<file path="src/sv/spn_pkg.sv">
package spn_pkg;

	// sizes
	localparam int NUM_CHANNELS_DEF = 5;
	localparam int NUM_PULSES       = 5;
	localparam int PULSE_W          = 12;
	localparam int END_W            = 14;
	localparam int POS_W            = 8;
	localparam int MAG_W            = 7;
	localparam int DIST_W           = 12;
	localparam int SPAN_W           = 14;
	localparam int PROD_W           = 19;
	localparam int QUOT_BITS        = 7;
	localparam int IDX_W            = 3;
	localparam int CFG_IDX_W        = 3;
	localparam int CFG_DATA_W       = 16;

	// scaling constants
	localparam int CLAMP_LOW  = 800;
	localparam int CLAMP_HIGH = 2300;
	localparam int SCALE_TOP  = 101;
	localparam int SCALE_MAX  = 100;

	// channel numbers
	localparam logic [3:0] CH_STEERING  = 4'd0;
	localparam logic [3:0] CH_THROTTLE  = 4'd1;
	localparam logic [3:0] CH_AUX_ONE   = 4'd2;
	localparam logic [3:0] CH_AUX_TWO   = 4'd3;
	localparam logic [3:0] CH_AUX_THREE = 4'd4;
	localparam logic [3:0] NUM_CAL_CH   = 4'd2;

	// action codes
	localparam logic ACT_TICK  = 1'b0;
	localparam logic ACT_FRAME = 1'b1;

	// register indexes
	localparam logic [CFG_IDX_W-1:0] CFG_PULSE_MIN      = 3'd0;
	localparam logic [CFG_IDX_W-1:0] CFG_PULSE_MAX      = 3'd1;
	localparam logic [CFG_IDX_W-1:0] CFG_ENDPOINT_DELTA = 3'd2;
	localparam logic [CFG_IDX_W-1:0] CFG_STARTUP_TICKS  = 3'd3;
	localparam logic [CFG_IDX_W-1:0] CFG_AUTO_MASK      = 3'd4;
	localparam logic [CFG_IDX_W-1:0] CFG_REVERSED_MASK  = 3'd5;

	typedef enum logic [1:0] {
		PH_FIRST  = 2'd0,
		PH_WAIT   = 2'd1,
		PH_NORMAL = 2'd2
	} phase_t;

	typedef enum logic [1:0] {
		OP_NONE,
		OP_CAL,
		OP_NORM
	} frame_op_t;

	typedef enum logic [2:0] {
		ST_IDLE,
		ST_READ,
		ST_LOAD,
		ST_DIV,
		ST_WRITE
	} ctrl_state_t;

	typedef enum logic [1:0] {
		DV_IDLE,
		DV_CHECK,
		DV_ITER
	} div_state_t;

	typedef struct packed {
		logic               action;
		logic [PULSE_W-1:0] pulse_steering;
		logic [PULSE_W-1:0] pulse_throttle;
		logic [PULSE_W-1:0] pulse_aux_one;
		logic [PULSE_W-1:0] pulse_aux_two;
		logic [PULSE_W-1:0] pulse_aux_three;
	} cmd_t;

	typedef struct packed {
		logic [IDX_W-1:0]        channel_index;
		logic signed [POS_W-1:0] position;
		logic [MAG_W-1:0]        magnitude;
		logic                    data_fresh;
		logic                    still_initializing;
		logic                    last_channel;
	} res_t;

	// one calibration and output record per channel
	typedef struct packed {
		logic signed [END_W-1:0] left_end;
		logic signed [END_W-1:0] centre_point;
		logic signed [END_W-1:0] right_end;
		logic signed [POS_W-1:0] last_position;
		logic [MAG_W-1:0]        last_magnitude;
	} entry_t;

	typedef struct packed {
		logic              start;
		logic [DIST_W-1:0] diff;
		logic [SPAN_W-1:0] span;
	} scale_req_t;

	typedef struct packed {
		logic             done;
		logic [MAG_W-1:0] value;
	} scale_rsp_t;

	// pulse of one channel, zero for channels past the input fields
	function automatic logic [PULSE_W-1:0] pulse_sel(cmd_t c, logic [3:0] ch);
		logic [PULSE_W-1:0] p;
		case (ch)
			CH_STEERING:  p = c.pulse_steering;
			CH_THROTTLE:  p = c.pulse_throttle;
			CH_AUX_ONE:   p = c.pulse_aux_one;
			CH_AUX_TWO:   p = c.pulse_aux_two;
			CH_AUX_THREE: p = c.pulse_aux_three;
			default:      p = '0;
		endcase
		return p;
	endfunction

endpackage

</file>
<file path="src/sv/spn_mem.sv">
module spn_mem import spn_pkg::*; #(
	parameter int DEPTH = NUM_CHANNELS_DEF,
	parameter int AW    = (DEPTH > 1) ? $clog2(DEPTH) : 1
) (
	input  logic          clk,
	input  logic          arst_n,
	input  logic          rd_en,
	input  logic [AW-1:0] rd_addr,
	input  logic          wr_en,
	input  logic [AW-1:0] wr_addr,
	input  entry_t        wr_data,
	output entry_t        rd_data
);

	entry_t           mem [DEPTH];
	entry_t           rd_word_q;
	logic [DEPTH-1:0] valid_q;
	logic             rd_hit_q;

	// storage array, one write port
	always_ff @(posedge clk) begin
		if (wr_en) begin
			mem[wr_addr] <= wr_data;
		end
	end

	// registered read
	always_ff @(posedge clk) begin
		if (rd_en) begin
			rd_word_q <= mem[rd_addr];
		end
	end

	// per-entry valid bits, an unwritten entry reads as zero
	always_ff @(posedge clk or negedge arst_n) begin
		if (!arst_n) begin
			valid_q  <= '0;
			rd_hit_q <= 1'b0;
		end else begin
			if (wr_en) begin
				valid_q[wr_addr] <= 1'b1;
			end
			if (rd_en) begin
				rd_hit_q <= valid_q[rd_addr];
			end
		end
	end

	assign rd_data = rd_hit_q ? rd_word_q : '0;

endmodule

</file>
<file path="src/sv/spn_scale.sv">
module spn_scale import spn_pkg::*; (
	input  logic       clk,
	input  logic       arst_n,
	input  scale_req_t req,
	output scale_rsp_t rsp
);

	div_state_t             state_q, state_d;
	logic [PROD_W-1:0]      rem_q, rem_d;
	logic [SPAN_W-1:0]      span_q, span_d;
	logic [QUOT_BITS-1:0]   quot_q, quot_d;
	logic [2:0]             step_q, step_d;
	logic                   done_q, done_d;
	logic [MAG_W-1:0]       value_q, value_d;
	logic [PROD_W+1:0]      shifted;
	logic                   trial_ge;

	// state and done flag
	always_ff @(posedge clk or negedge arst_n) begin
		if (!arst_n) begin
			state_q <= DV_IDLE;
			done_q  <= 1'b0;
		end else begin
			state_q <= state_d;
			done_q  <= done_d;
		end
	end

	// datapath registers
	always_ff @(posedge clk) begin
		rem_q   <= rem_d;
		span_q  <= span_d;
		quot_q  <= quot_d;
		step_q  <= step_d;
		value_q <= value_d;
	end

	// restoring division, one quotient bit per cycle, saturating at 100
	always_comb begin
		state_d  = state_q;
		rem_d    = rem_q;
		span_d   = span_q;
		quot_d   = quot_q;
		step_d   = step_q;
		done_d   = 1'b0;
		value_d  = value_q;
		shifted  = {7'b0, span_q} << step_q;
		trial_ge = {2'b00, rem_q} >= shifted;
		case (state_q)
			DV_IDLE: begin
				if (req.start) begin
					rem_d   = {7'b0, req.diff} * PROD_W'(SCALE_TOP);
					span_d  = req.span;
					state_d = DV_CHECK;
				end
			end
			DV_CHECK: begin
				// quotient of 128 or more saturates at once
				if ({2'b00, rem_q} >= {span_q, 7'b0}) begin
					value_d = MAG_W'(SCALE_MAX);
					done_d  = 1'b1;
					state_d = DV_IDLE;
				end else begin
					quot_d  = '0;
					step_d  = 3'(QUOT_BITS - 1);
					state_d = DV_ITER;
				end
			end
			DV_ITER: begin
				if (trial_ge) begin
					rem_d = rem_q - shifted[PROD_W-1:0];
				end
				quot_d = {quot_q[QUOT_BITS-2:0], trial_ge};
				if (step_q == 3'd0) begin
					value_d = (quot_d > MAG_W'(SCALE_MAX)) ? MAG_W'(SCALE_MAX) : quot_d;
					done_d  = 1'b1;
					state_d = DV_IDLE;
				end else begin
					step_d = step_q - 3'd1;
				end
			end
			default: state_d = DV_IDLE;
		endcase
	end

	assign rsp.done  = done_q;
	assign rsp.value = value_q;

endmodule

</file>
<file path="src/sv/servo_pulse_normalizer.sv">
// RC pulse normalizer. A tick (action 0) leaves the sequencer idle and only
// counts the start-up timer down. A frame (action 1) gives NUM_CHANNELS
// results, one per channel in channel order, the last one flagged by
// last_channel. Each channel record sits in a small memory with one read and
// one write port and is read, updated and written back in turn (states READ,
// LOAD, WRITE); a channel that is scaled passes through DIV between LOAD and
// WRITE, where the shared divider produces seven quotient bits, one per
// cycle. No scaling is done in the first frame, waiting frames or the
// calibrating frame. cmd_stall stays high until the frame's last result has
// been handed to the output register. Configuration registers may be written
// at any time through cfg_valid/cfg_ready (always ready) but should only
// change while the block is idle.
module servo_pulse_normalizer import spn_pkg::*; #(
	parameter int NUM_CHANNELS = NUM_CHANNELS_DEF
) (
	input  logic                  clk,
	input  logic                  arst_n,
	input  logic                  cmd_valid,
	output logic                  cmd_stall,
	input  cmd_t                  cmd,
	output logic                  res_valid,
	input  logic                  res_stall,
	output res_t                  res,
	input  logic                  cfg_valid,
	output logic                  cfg_ready,
	input  logic [CFG_IDX_W-1:0]  cfg_index,
	input  logic [CFG_DATA_W-1:0] cfg_data
);

	localparam int CH_W = (NUM_CHANNELS > 1) ? $clog2(NUM_CHANNELS) : 1;

	// configuration registers
	logic [PULSE_W-1:0]   pmin_q, pmax_q;
	logic [9:0]           delta_q;
	logic [15:0]          start_ticks_q;
	logic [NUM_PULSES-1:0] auto_q, rev_q;

	// frame level state
	phase_t      phase_q;
	logic [15:0] countdown_q;
	logic        init_q;
	frame_op_t   op_q;
	logic        fresh_q;
	cmd_t        cmd_q;

	// channel sequencer
	ctrl_state_t     state_q, state_d;
	logic [CH_W-1:0] ch_q, ch_d;
	entry_t          entry_q, entry_d;
	logic            neg_q, neg_d;
	logic [3:0]      ch_ext;
	logic            ch_last;

	// memory and divider
	logic       mem_rd, mem_wr;
	entry_t     mem_rdata;
	scale_req_t scale_req;
	scale_rsp_t scale_rsp;

	// output register
	logic res_valid_q;
	res_t res_q;
	logic res_free, res_load;

	// channel datapath
	logic [PULSE_W-1:0]   raw;
	logic [PULSE_W-1:0]   clamped;
	logic                 in_range;
	logic                 auto_bit, rev_bit;
	logic signed [14:0]   raw_s, cent_s, left_s, right_s, left_n, right_n;
	logic signed [14:0]   span_sel, dist_sel;
	logic                 lt, eq, neg_now;
	logic [END_W-1:0]     cal_left, cal_right;
	logic [POS_W-1:0]     sat_pos, div_pos;
	logic                 cmd_take;

	assign cmd_take  = cmd_valid && !cmd_stall;
	assign cmd_stall = (state_q != ST_IDLE);
	assign cfg_ready = 1'b1;

	// config writes, unknown indexes ignored
	always_ff @(posedge clk or negedge arst_n) begin
		if (!arst_n) begin
			pmin_q        <= PULSE_W'(600);
			pmax_q        <= PULSE_W'(2500);
			delta_q       <= 10'd200;
			start_ticks_q <= 16'd2000;
			auto_q        <= '0;
			rev_q         <= '0;
		end else if (cfg_valid && cfg_ready) begin
			case (cfg_index)
				CFG_PULSE_MIN:      pmin_q        <= cfg_data[PULSE_W-1:0];
				CFG_PULSE_MAX:      pmax_q        <= cfg_data[PULSE_W-1:0];
				CFG_ENDPOINT_DELTA: delta_q       <= cfg_data[9:0];
				CFG_STARTUP_TICKS:  start_ticks_q <= cfg_data;
				CFG_AUTO_MASK:      auto_q        <= cfg_data[NUM_PULSES-1:0];
				CFG_REVERSED_MASK:  rev_q         <= cfg_data[NUM_PULSES-1:0];
				default: ;
			endcase
		end
	end

	// tick countdown and frame phase
	always_ff @(posedge clk or negedge arst_n) begin
		if (!arst_n) begin
			phase_q     <= PH_FIRST;
			countdown_q <= '0;
			init_q      <= 1'b1;
			op_q        <= OP_NONE;
			fresh_q     <= 1'b0;
		end else if (cmd_take) begin
			if (cmd.action == ACT_TICK) begin
				if (countdown_q != 16'd0) begin
					countdown_q <= countdown_q - 16'd1;
				end
			end else begin
				case (phase_q)
					PH_FIRST: begin
						countdown_q <= start_ticks_q;
						phase_q     <= PH_WAIT;
						op_q        <= OP_NONE;
						fresh_q     <= 1'b0;
					end
					PH_WAIT: begin
						if (countdown_q == 16'd0) begin
							phase_q <= PH_NORMAL;
							init_q  <= 1'b0;
							op_q    <= OP_CAL;
							fresh_q <= 1'b0;
						end else begin
							op_q    <= OP_NONE;
							fresh_q <= 1'b1;
						end
					end
					PH_NORMAL: begin
						op_q    <= OP_NORM;
						fresh_q <= 1'b1;
					end
					default: begin
						phase_q <= PH_FIRST;
						op_q    <= OP_NONE;
						fresh_q <= 1'b0;
					end
				endcase
			end
		end
	end

	// frame payload
	always_ff @(posedge clk) begin
		if (cmd_take && cmd.action == ACT_FRAME) begin
			cmd_q <= cmd;
		end
	end

	// per-channel selects
	assign ch_ext   = 4'(ch_q);
	assign ch_last  = (ch_q == CH_W'(NUM_CHANNELS - 1));
	assign raw      = pulse_sel(cmd_q, ch_ext);
	assign auto_bit = (ch_ext < 4'(NUM_PULSES)) ? auto_q[ch_ext[2:0]] : 1'b0;
	assign rev_bit  = (ch_ext < 4'(NUM_PULSES)) ? rev_q[ch_ext[2:0]] : 1'b0;

	// range check and clamp
	assign in_range = (raw >= pmin_q) && (raw <= pmax_q);
	assign clamped  = (raw < PULSE_W'(CLAMP_LOW))  ? PULSE_W'(CLAMP_LOW) :
	                  (raw > PULSE_W'(CLAMP_HIGH)) ? PULSE_W'(CLAMP_HIGH) : raw;

	// endpoint arithmetic on the record just read
	assign raw_s   = {3'b000, clamped};
	assign cent_s  = {mem_rdata.centre_point[END_W-1], mem_rdata.centre_point};
	assign left_s  = {mem_rdata.left_end[END_W-1], mem_rdata.left_end};
	assign right_s = {mem_rdata.right_end[END_W-1], mem_rdata.right_end};
	assign lt      = raw_s < cent_s;
	assign eq      = raw_s == cent_s;
	assign left_n  = (auto_bit && raw_s < left_s) ? raw_s : left_s;
	assign right_n = (auto_bit && raw_s > right_s) ? raw_s : right_s;
	assign span_sel = lt ? (cent_s - left_n) : (right_n - cent_s);
	assign dist_sel = lt ? (cent_s - raw_s) : (raw_s - cent_s);
	assign neg_now  = lt ? !rev_bit : rev_bit;
	assign sat_pos  = neg_now ? (8'd0 - POS_W'(SCALE_MAX)) : POS_W'(SCALE_MAX);
	assign div_pos  = neg_q ? (8'd0 - {1'b0, scale_rsp.value}) : {1'b0, scale_rsp.value};

	// centre calibration
	assign cal_left  = {2'b00, raw} - {4'b0000, delta_q};
	assign cal_right = {2'b00, raw} + {4'b0000, delta_q};

	// sequencer registers
	always_ff @(posedge clk or negedge arst_n) begin
		if (!arst_n) begin
			state_q <= ST_IDLE;
			ch_q    <= '0;
		end else begin
			state_q <= state_d;
			ch_q    <= ch_d;
		end
	end

	always_ff @(posedge clk) begin
		entry_q <= entry_d;
		neg_q   <= neg_d;
	end

	// read, update, write back each channel record in turn
	always_comb begin
		state_d   = state_q;
		ch_d      = ch_q;
		entry_d   = entry_q;
		neg_d     = neg_q;
		mem_rd    = 1'b0;
		mem_wr    = 1'b0;
		res_load  = 1'b0;
		scale_req = '0;
		case (state_q)
			ST_IDLE: begin
				if (cmd_take && cmd.action == ACT_FRAME) begin
					ch_d    = '0;
					state_d = ST_READ;
				end
			end
			ST_READ: begin
				mem_rd  = 1'b1;
				state_d = ST_LOAD;
			end
			ST_LOAD: begin
				entry_d = mem_rdata;
				state_d = ST_WRITE;
				case (op_q)
					OP_CAL: begin
						if (ch_ext < NUM_CAL_CH) begin
							entry_d.centre_point = {2'b00, raw};
							entry_d.left_end     = cal_left;
							entry_d.right_end    = cal_right;
						end
					end
					OP_NORM: begin
						if (!in_range) begin
							// invalid pulse keeps the last value unless auto mode
							if (auto_bit) begin
								entry_d.last_position  = '0;
								entry_d.last_magnitude = '0;
							end
						end else if (eq) begin
							entry_d.last_position  = '0;
							entry_d.last_magnitude = '0;
						end else begin
							entry_d.left_end  = left_n[END_W-1:0];
							entry_d.right_end = right_n[END_W-1:0];
							neg_d             = neg_now;
							if (span_sel > 15'sd0) begin
								scale_req.start = 1'b1;
								scale_req.diff  = dist_sel[DIST_W-1:0];
								scale_req.span  = span_sel[SPAN_W-1:0];
								state_d         = ST_DIV;
							end else begin
								// zero or negative span saturates
								entry_d.last_position  = sat_pos;
								entry_d.last_magnitude = MAG_W'(SCALE_MAX);
							end
						end
					end
					default: ;
				endcase
			end
			ST_DIV: begin
				if (scale_rsp.done) begin
					entry_d.last_position  = div_pos;
					entry_d.last_magnitude = scale_rsp.value;
					state_d                = ST_WRITE;
				end
			end
			ST_WRITE: begin
				if (res_free) begin
					mem_wr   = 1'b1;
					res_load = 1'b1;
					if (ch_last) begin
						state_d = ST_IDLE;
					end else begin
						ch_d    = ch_q + CH_W'(1);
						state_d = ST_READ;
					end
				end
			end
			default: state_d = ST_IDLE;
		endcase
	end

	// channel records, read and written one at a time so accesses never overlap
	spn_mem #(
		.DEPTH (NUM_CHANNELS),
		.AW    (CH_W)
	) u_mem (
		.clk     (clk),
		.arst_n  (arst_n),
		.rd_en   (mem_rd),
		.rd_addr (ch_q),
		.wr_en   (mem_wr),
		.wr_addr (ch_q),
		.wr_data (entry_q),
		.rd_data (mem_rdata)
	);

	// shared scaling divider
	spn_scale u_scale (
		.clk    (clk),
		.arst_n (arst_n),
		.req    (scale_req),
		.rsp    (scale_rsp)
	);

	// result register
	assign res_free = !res_valid_q || !res_stall;

	always_ff @(posedge clk or negedge arst_n) begin
		if (!arst_n) begin
			res_valid_q <= 1'b0;
		end else if (res_load) begin
			res_valid_q <= 1'b1;
		end else if (!res_stall) begin
			res_valid_q <= 1'b0;
		end
	end

	always_ff @(posedge clk) begin
		if (res_load) begin
			res_q.channel_index      <= IDX_W'(ch_q);
			res_q.position           <= entry_q.last_position;
			res_q.magnitude          <= entry_q.last_magnitude;
			res_q.data_fresh         <= fresh_q;
			res_q.still_initializing <= init_q;
			res_q.last_channel       <= ch_last;
		end
	end

	assign res_valid = res_valid_q;
	assign res       = res_q;

endmodule

</file>
<file path="config.mk">
export PLATFORM = sky130hd
export DESIGN_NAME = servo_pulse_normalizer
export DESIGN_NICKNAME = d
export VERILOG_FILES = /design/src/sv/spn_pkg.sv /design/src/sv/spn_mem.sv /design/src/sv/spn_scale.sv /design/src/sv/servo_pulse_normalizer.sv
export SDC_FILE = /design/constraint.sdc
export NUM_CORES = 1
export LEC_CHECK = 0
export BUFFER_PORTS_ARGS = -buffer_cell sky130_fd_sc_hd__buf_2
export CAP_MARGIN = 20
export CORE_MARGIN = 5
export CORE_UTILIZATION = 65
export CTS_CLUSTER_DIAMETER = 100
export DETAILED_ROUTE_END_ITERATION = 7
export PLACE_DENSITY = 0.8
export SLEW_MARGIN = 20
export SYNTH_ARGS = -nofsm -noshare
export SYNTH_HDL_FRONTEND = slang
export SYNTH_SLANG_ARGS = --single-unit
</file>
<file path="constraint.sdc">
create_clock -name clk -period 18.1 [get_ports clk]
set_clock_uncertainty 0.1 [all_clocks]
set_input_delay 3.62 -clock clk [delete_from_list [all_inputs] [get_ports clk]]
set_output_delay 3.62 -clock clk [all_outputs]
set_load 0.02 [all_outputs]
</file>
==> metrics.md, run 1 <==
| Metric | Value |
|---|---|
| Core Box Area | `0.0503 mm^2` |
| Max IR drop VDD | `about 190 uV` |
| CP dominant cell by count | `ha_1` |
| Fill cells | `roughly 3,400` |
| Critical path class | `flip-flop to flip-flop` |
| Final hold slack | `between 300 and 400 ps` |
| Final Hold Viols | `0` |
| Final Setup Violations | `0` |
| CTS resizes | `0` |
| Synth top area cells | `edfxtp_1 (48%), ha_1 (8.4%), dfrtp_1 (6.0%)` |
| Min cycle time layout | `~14,000 ps` |
| Routed WL per cell | `~26 um` |
| HPWL after DPL | `around 64,000 um` |
| Io pins | `between 100 and 150` |
| Worst-path clk slew | `60 ps` |
| CTS Sinks | `roughly 630` |
| Layout cells sized above 1 | `between 10 and 15%` |
| Site Rows | `82` |
| Layout Nets | `around 3,300` |
| Max Clk Rate | `about 0.07 GHz` |
| Dpl cell area | `~0.034 mm^2` |
| Leading area contributor after synthesis | `edfxtp_1` |
| Cts bufs inserted | `a little over 60` |
| Final Cycle Share | `roughly 77%` |
| Worst-path maximum fanout | `36` |
| Post-Synthesis Cells | `2,851` |
| Synth top area share | `48.0%` |
| GP Congestion | `approximately 1.0` |
| Die width | `236 um` |
| Relative slew margins | `between 10% and 20%` |
| Max-Cap Viols | `0` |
| Placed Instances | `3,550` |
| Hold buffer count at CTS | `0` |
| Worst-Margin Slew | `1220 ps` |
| Total grt overflow | `0` |
| Detailed Route WL | `around 94,000 um` |
| Number of synthesized flops with an enable pin | `530` |
| Synth Flop Type | `edfxtp_1` |
| Worst path max stage delay | `roughly 840 ps` |
| Vias in the first global route | `roughly 24,000` |
| Via density | `between 6 and 7` |
| Die height | `between 200 and 250 um` |
| Worst Path Required | `~18,000 ps` |
| Drt drc | `0` |
| Power density cells | `202 mW/mm^2` |
| CP Capture Type | `flip-flop` |
| Initial antenna violation count | `3` |
| Largest net degree at the start of global routing | `between 90 and 100` |
| Initial core utilization | `around two thirds` |
| Htree depth | `2` |
| Fin area | `around 0.037 mm^2` |
| Outcome | `finished, final reports clean` |
| Ys async rst share | `between 10% and 20%` |
| Leakage | `around 14 nW` |
| DR pass1 iterations | `6` |
| Warnings from Yosys | `0` |
| Final setup TNS | `0 ps` |
| DR iter-0 viols | `between 2,000 and 2,500` |
| Antenna violation net count after detailed routing | `0` |
| Post-synthesis sequential area ratio | `55.5%` |
| HP Class | `flip-flop to flip-flop` |
| # Post-CTS Setup Buffers | `0` |
| Average cell area after synthesis | `roughly 12 um^2` |
| Die area | `0.0556 mm^2` |
| Bufs on Longest Clock Path | `3` |
| Crit path max-delay cell type | `dfrtp_4` |
| Type of origin of the critical path | `flip-flop` |
| Syn_nets | `between 3,000 and 4,000` |
| #FFs+latches synth | `628` |
| Most common cell after layout, fill and taps aside | `edfxtp_1` |
| Root buffer cell | `clkbuf_16` |
| Gr usage total | `approximately 33%` |
| Routed via count | `23,800` |
| Cell Area, Synth | `around 0.033 mm^2` |
| Area Overhead vs Synth | `10.4%` |
| Synth cell types | `95` |
| Critical Path AT | `between 10,000 and 15,000 ps` |
| Final Util | `between 70 and 80%` |
| I/O Buffers | `between 100 and 150` |
| Fin cells | `3,668` |
| Clock Latency Late Sink | `around 640 ps` |
| Pins Over Slew Limit | `0` |
| CTS tree | `built` |
| First-pass GRT wire length | `between 100,000 and 150,000 um` |
| Commonest non-fill, non-tap cells in the layout | `edfxtp_1 (530), nand2_1 (235), ha_1 (222)` |
| RSZ-0062 raised after global routing | `no` |
## cell usage after synthesis (all sizes together) (20+ instances only)
master and count:
inv 175, a21oi 208, dfrtp 79, clkbuf 92, ha 222, a22oi 62
xnor2 49, and2 20, mux2i 98, nand3 39, a21o 37, a211oi 21
fa 20, mux2 36, nand2b 24, xor2 23, nor2b 31, nand2 236
o21ai 211, nand4 22, nor2 220, buf 29, nand3b 22, nor3 48
edfxtp 530
## metal layers
layer | wire [um] | global-route usage, % | vias to the layer above | part of all wire (%)
li1 | - | - | 10700 | -
met1 | 36700 | 43.4 | 11700 | 39
met2 | 46300 | 55.9 | 1197 | 49
met3 | 7240 | 5.00 | 234 | 7.7
met4 | 3830 | 11.6 | 4 | 4.1
met5 | 27 | 0 | - | 0.029
## cells by family (layout without fill, tap and decap cells)
kind of cell	after synthesis	after routing	synth area share, %
xor+xnor	72	72	1.90
buf+inv	298	442	3.56
other cells	1	2	0.0113
flops	628	628	55.5
fa+ha+maj	242	242	9.58
mux	147	147	5.08
simple gates	737	737	10.5
compound gates	726	726	13.9
## cell type report
cell class	count	area, um^2	area share (%)
Sequential cell	628	18400	50.3
Multi-Input combinational cell	1925	13700	37.4
Clock buffer	71	1630	4.44
Timing Repair Buffer	149	853	2.33
Tap cell	672	841	2.30
Inverter	177	664	1.81
Clock inverter	45	524	1.43
Antenna cell	1	2.50	0.00683
## worst paths after layout
check	start	to	slack, ps	depth (start not counted)
max in group asynchronous	arst_n	ch_q[2]	13700	2
min in group asynchronous	arst_n	countdown_q[8]	2810	1
worst min-delay path	init_q	init_q	360	2
worst max register to register	ch_q[0]	u_scale.rem_q[18]	4150	46
worst min register to register	init_q	init_q	360	2
worst max-delay path	ch_q[0]	u_scale.rem_q[18]	4150	46
## critical path, delay by kind of cell, from the launching register on
kind | cells | cell delay, ps
flip-flops | 1 | 840
buffers and inverters | 8 | 1950
adder cells (fa/ha/maj) | 8 | 3100
AND/OR/NAND/NOR | 9 | 2880
AO/OA/AOI/OAI | 21 | 4750
## metrics by stage
step	setup slack (ps)	total power, mW
global placement	4510	5.86
detailed placement	4300	5.91
global route	3240	7.76
finish	4150	7.39
floorplan	5850	4.74
CTS	4190	7.29
## registers in the layout, summed over array words and instances (netlist names), 5 cells and up
register and cells:
auto_q 5, cmd_q 60, countdown_q 16, delta_q 10
entry_q 57, pmax_q 12, pmin_q 12, res 21
rev_q 5, start_ticks_q 16, u_mem.mem 285, u_mem.rd_word_q 57
u_mem.valid_q 5, u_scale.quot_q 6, u_scale.rem_q 19, u_scale.span_q 14
u_scale.value_q 7
## power breakdown
group / leakage, nW / switching (mW) / total, mW / internal, mW
combinational: 7.27 / 2.53 / 3.87 / 1.34
clock: 1.05 / 0.555 / 1.34 / 0.788
sequential: 5.96 / 0.197 / 2.17 / 1.97
Note: power is estimated with default switching activity, not from simulation.
==> run 2: changes to the inputs <==
- CORE_UTILIZATION: 65 -> 57
- PLACE_DENSITY: 0.8 -> 0.74
- clock period: 18.1 -> 12.25 ns (I/O delays scaled with it)
==> run 2 against run 1 <==
Against the previous run:
- combinational power up 51%
- worst setup slack lost 3500 ps
- global-route usage down 4.9 points
- fmax grew 20%
- die area grew 13%
- cell area increased by 1.1%
- critical endpoint unchanged
- largest cell class unchanged
==> metrics.md, run 2 (synthesized netlist as in run 1, its figures left out) <==
| Metric | Value |
|---|---|
| Via density | `6.18 (-4.8%)` |
| Multi-input logic area | `0.0138 mm^2 (+0.39%)` |
| Layout cells sized above 1 | `13.8% (+1.1 points)` |
| Crit path max-delay cell type | `or4_4` |
| Final setup TNS | `0 ps (unchanged)` |
| Die width | `251 um (+6.5%)` |
| Core Box Area | `0.0577 mm^2 (+15%)` |
| Met3 wire length | `5610 um (-23%)` |
| Total grt overflow | `0 (unchanged)` |
| Fill cells | `4,383 (+31%)` |
| DR top layer | `met4` |
| Initial core utilization | `57.5% (-8.5 points)` |
| RSZ-0062 raised after global routing | `no` |
| First-pass GRT wire length | `137,000 um (-2.9%)` |
| GP Congestion | `1.01 (-1.4%)` |
| Min cycle time layout | `11,590 ps (-2350 ps)` |
| Final Hold Viols | `0 (unchanged)` |
| Biggest regs | `u_mem.mem: 285 flops, cmd_q: 60 flops` |
| HP Class | `flip-flop to flip-flop` |
| Relative slew margins | `29.0% (+11 points)` |
| Final Setup Violations | `0 (unchanged)` |
| CTS tree | `built` |
| Fin area | `0.0370 mm^2 (+1.1%)` |
| Gr usage total | `27.9% (-4.9 points)` |
| Initial antenna violation count | `0 (-3)` |
| HPWL after DPL | `62,500 um (-2.7%)` |
| CP Capture Type | `flip-flop` |
| Worst-path clk slew | `70 ps (about the same)` |
| Routed via count | `23,400 (-1.6%)` |
| Die area | `0.0631 mm^2 (+13%)` |
| DR pass1 iterations | `5 (-1)` |
| Worst Path Required | `12,520 ps (-5840 ps)` |
| Worst-Margin Slew | `1060 ps (-158 ps)` |
| CTS Sinks | `628 (unchanged)` |
| NetSw | `4.88 mW (+48%)` |
| Io pins | `109 (unchanged)` |
| Register area | `0.0184 mm^2 (unchanged)` |
| Largest Register | `u_mem.mem` |
| Int Power | `6.13 mW (+50%)` |
| Largest net degree at the start of global routing | `80 (-16%)` |
| Clock Latency Late Sink | `620 ps (-20 ps)` |
| Die height | `251 um (+6.5%)` |
| Max IR drop VDD | `189 uV (-1.0%)` |
| Outcome | `finished, final reports clean` |
| Final hold slack | `352 ps (-7.69 ps)` |
| Bufs on Longest Clock Path | `3 (unchanged)` |
| Site Rows | `88 (+7.3%)` |
| Clk pwr share | `18.0% (-0.2 points)` |
| DRT met1 WL | `37,200 um (+1.4%)` |
| Max reg flops | `285 (unchanged)` |
| Worst path max stage delay | `660 ps (-180 ps)` |
| Drt drc | `0 (unchanged)` |
| Flop pwr share | `28.7% (-0.7 points)` |
| Final Cycle Share | `94.6% (+18 points)` |
| Leakage | `14.4 nW (+1.0%)` |
| Cts bufs inserted | `66 (+8.2%)` |
| Layout Nets | `3,305 (+1.1%)` |
| Placed Instances | `3,668 (+3.3%)` |
| Htree depth | `3 (+1)` |
| DR iter-0 viols | `2,059 (-11%)` |
| Worst-path maximum fanout | `16 (-56%)` |
| Max-Cap Viols | `0 (unchanged)` |
| Critical path class | `flip-flop to flip-flop` |
| Most common cell after layout, fill and taps aside | `edfxtp_1` |
| Root buffer cell | `clkbuf_16` |
| Critical Path AT | `11,870 ps (-2330 ps)` |
| Met2 Wirelength | `44,100 um (-4.7%)` |
| Pins Over Slew Limit | `0 (unchanged)` |
| Dpl cell area | `0.0348 mm^2 (+0.92%)` |
| Detailed Route WL | `90,100 um (-4.2%)` |
| Max Clk Rate | `0.0862 GHz (+20%)` |
| Fin cells | `3,792 (+3.4%)` |
| Comb pwr share | `53.2% (+0.8 points)` |
| Power density cells | `297 mW/mm^2 (+47%)` |
| Area Overhead vs Synth | `11.7%` |
| Sw frac | `44.3% (-0.20 points)` |
| Antenna violation net count after detailed routing | `0 (unchanged)` |
| Vias in the first global route | `23,300 (-2.1%)` |
| Type of origin of the critical path | `flip-flop` |
| I/O Buffers | `107 (unchanged)` |
| Routed WL per cell | `23.8 um (-7.3%)` |
| Commonest non-fill, non-tap cells in the layout | `edfxtp_1 (530), nand2_1 (235), ha_1 (219)` |
| Total power | `11.0 mW (+49%)` |
## run 2: cell count changes in the layout (fill, tap and decap cells not counted), sizes merged
cell / before / now
buf: 149 / 180
clkinv: 31 / 21
clkbuf: 71 / 80
bufinv: 10 / 4
inv: 178 / 184
clkinvlp: 3 / 4
## run 2: repair_timing
action	CTS	global route
endpoints found under the setup margin	2	7
pin swaps	0	1
gates resized for setup	3	11
buffers inserted	0	5
hold buffers	0	0
endpoints found under the hold margin	0	0
gates cloned	0	0
## run 2: per-layer routing
metal  up-vias  global-route usage (%)
met5         -                       0
li1      10800                       -
met3       187                    4.10
met1     11500                    37.5
met2       931                    46.9
met4         0                    9.89
## run 2: stage by stage
| stage | util, % | setup slack, ps |
|---|---|---|
| 6_report | 64.2 | 655 |
| 5_1_grt | 64.2 | 22.7 |
| 4_1_cts | 64.0 | 215 |
| 3_5_place_dp | 60.2 | -121 |
| 3_3_place_gp | 60.2 | 259 |
| 2_1_floorplan | - | 4.12 |
## run 2: power by group through the flow
stage	Clock (mW)	Combinational (mW)	Sequential (mW)
6_report	1.99	5.86	3.16
3_3_place_gp	0	5.63	3.18
4_1_cts	2.02	5.72	3.16
3_5_place_dp	0	5.67	3.20
5_1_grt	2.11	6.34	3.20
2_1_floorplan	0	3.89	3.12
## run 2: worst paths after layout
check                      startpoint           endpoint  slack (ps)  cells after the start
max                           ch_q[0]  u_scale.rem_q[18]         660                     50
min                            init_q             init_q         350                      2
max reg2reg                   ch_q[0]  u_scale.rem_q[18]         660                     50
min reg2reg                    init_q             init_q         350                      2
max in group asynchronous      arst_n            ch_q[2]        9050                      2
min in group asynchronous      arst_n  start_ticks_q[14]        1720                      1
## run 2: final cells by class
type / count / area share [%]
Tap cell: 765 / 2.58
Antenna cell: 1 / 0.00676
Clock buffer: 80 / 4.77
Inverter: 177 / 1.80
Multi-Input combinational cell: 1925 / 37.2
Timing Repair Buffer: 180 / 2.94
Sequential cell: 628 / 49.7
Clock inverter: 36 / 1.06
## run 2: critical path, delay by kind of cell (launching register included)
kind	cells	cell delay [ps]
simple gates	11	2640
buf+inv	9	1130
compound gates	22	4370
fa+ha+maj	8	2610
flops	1	490
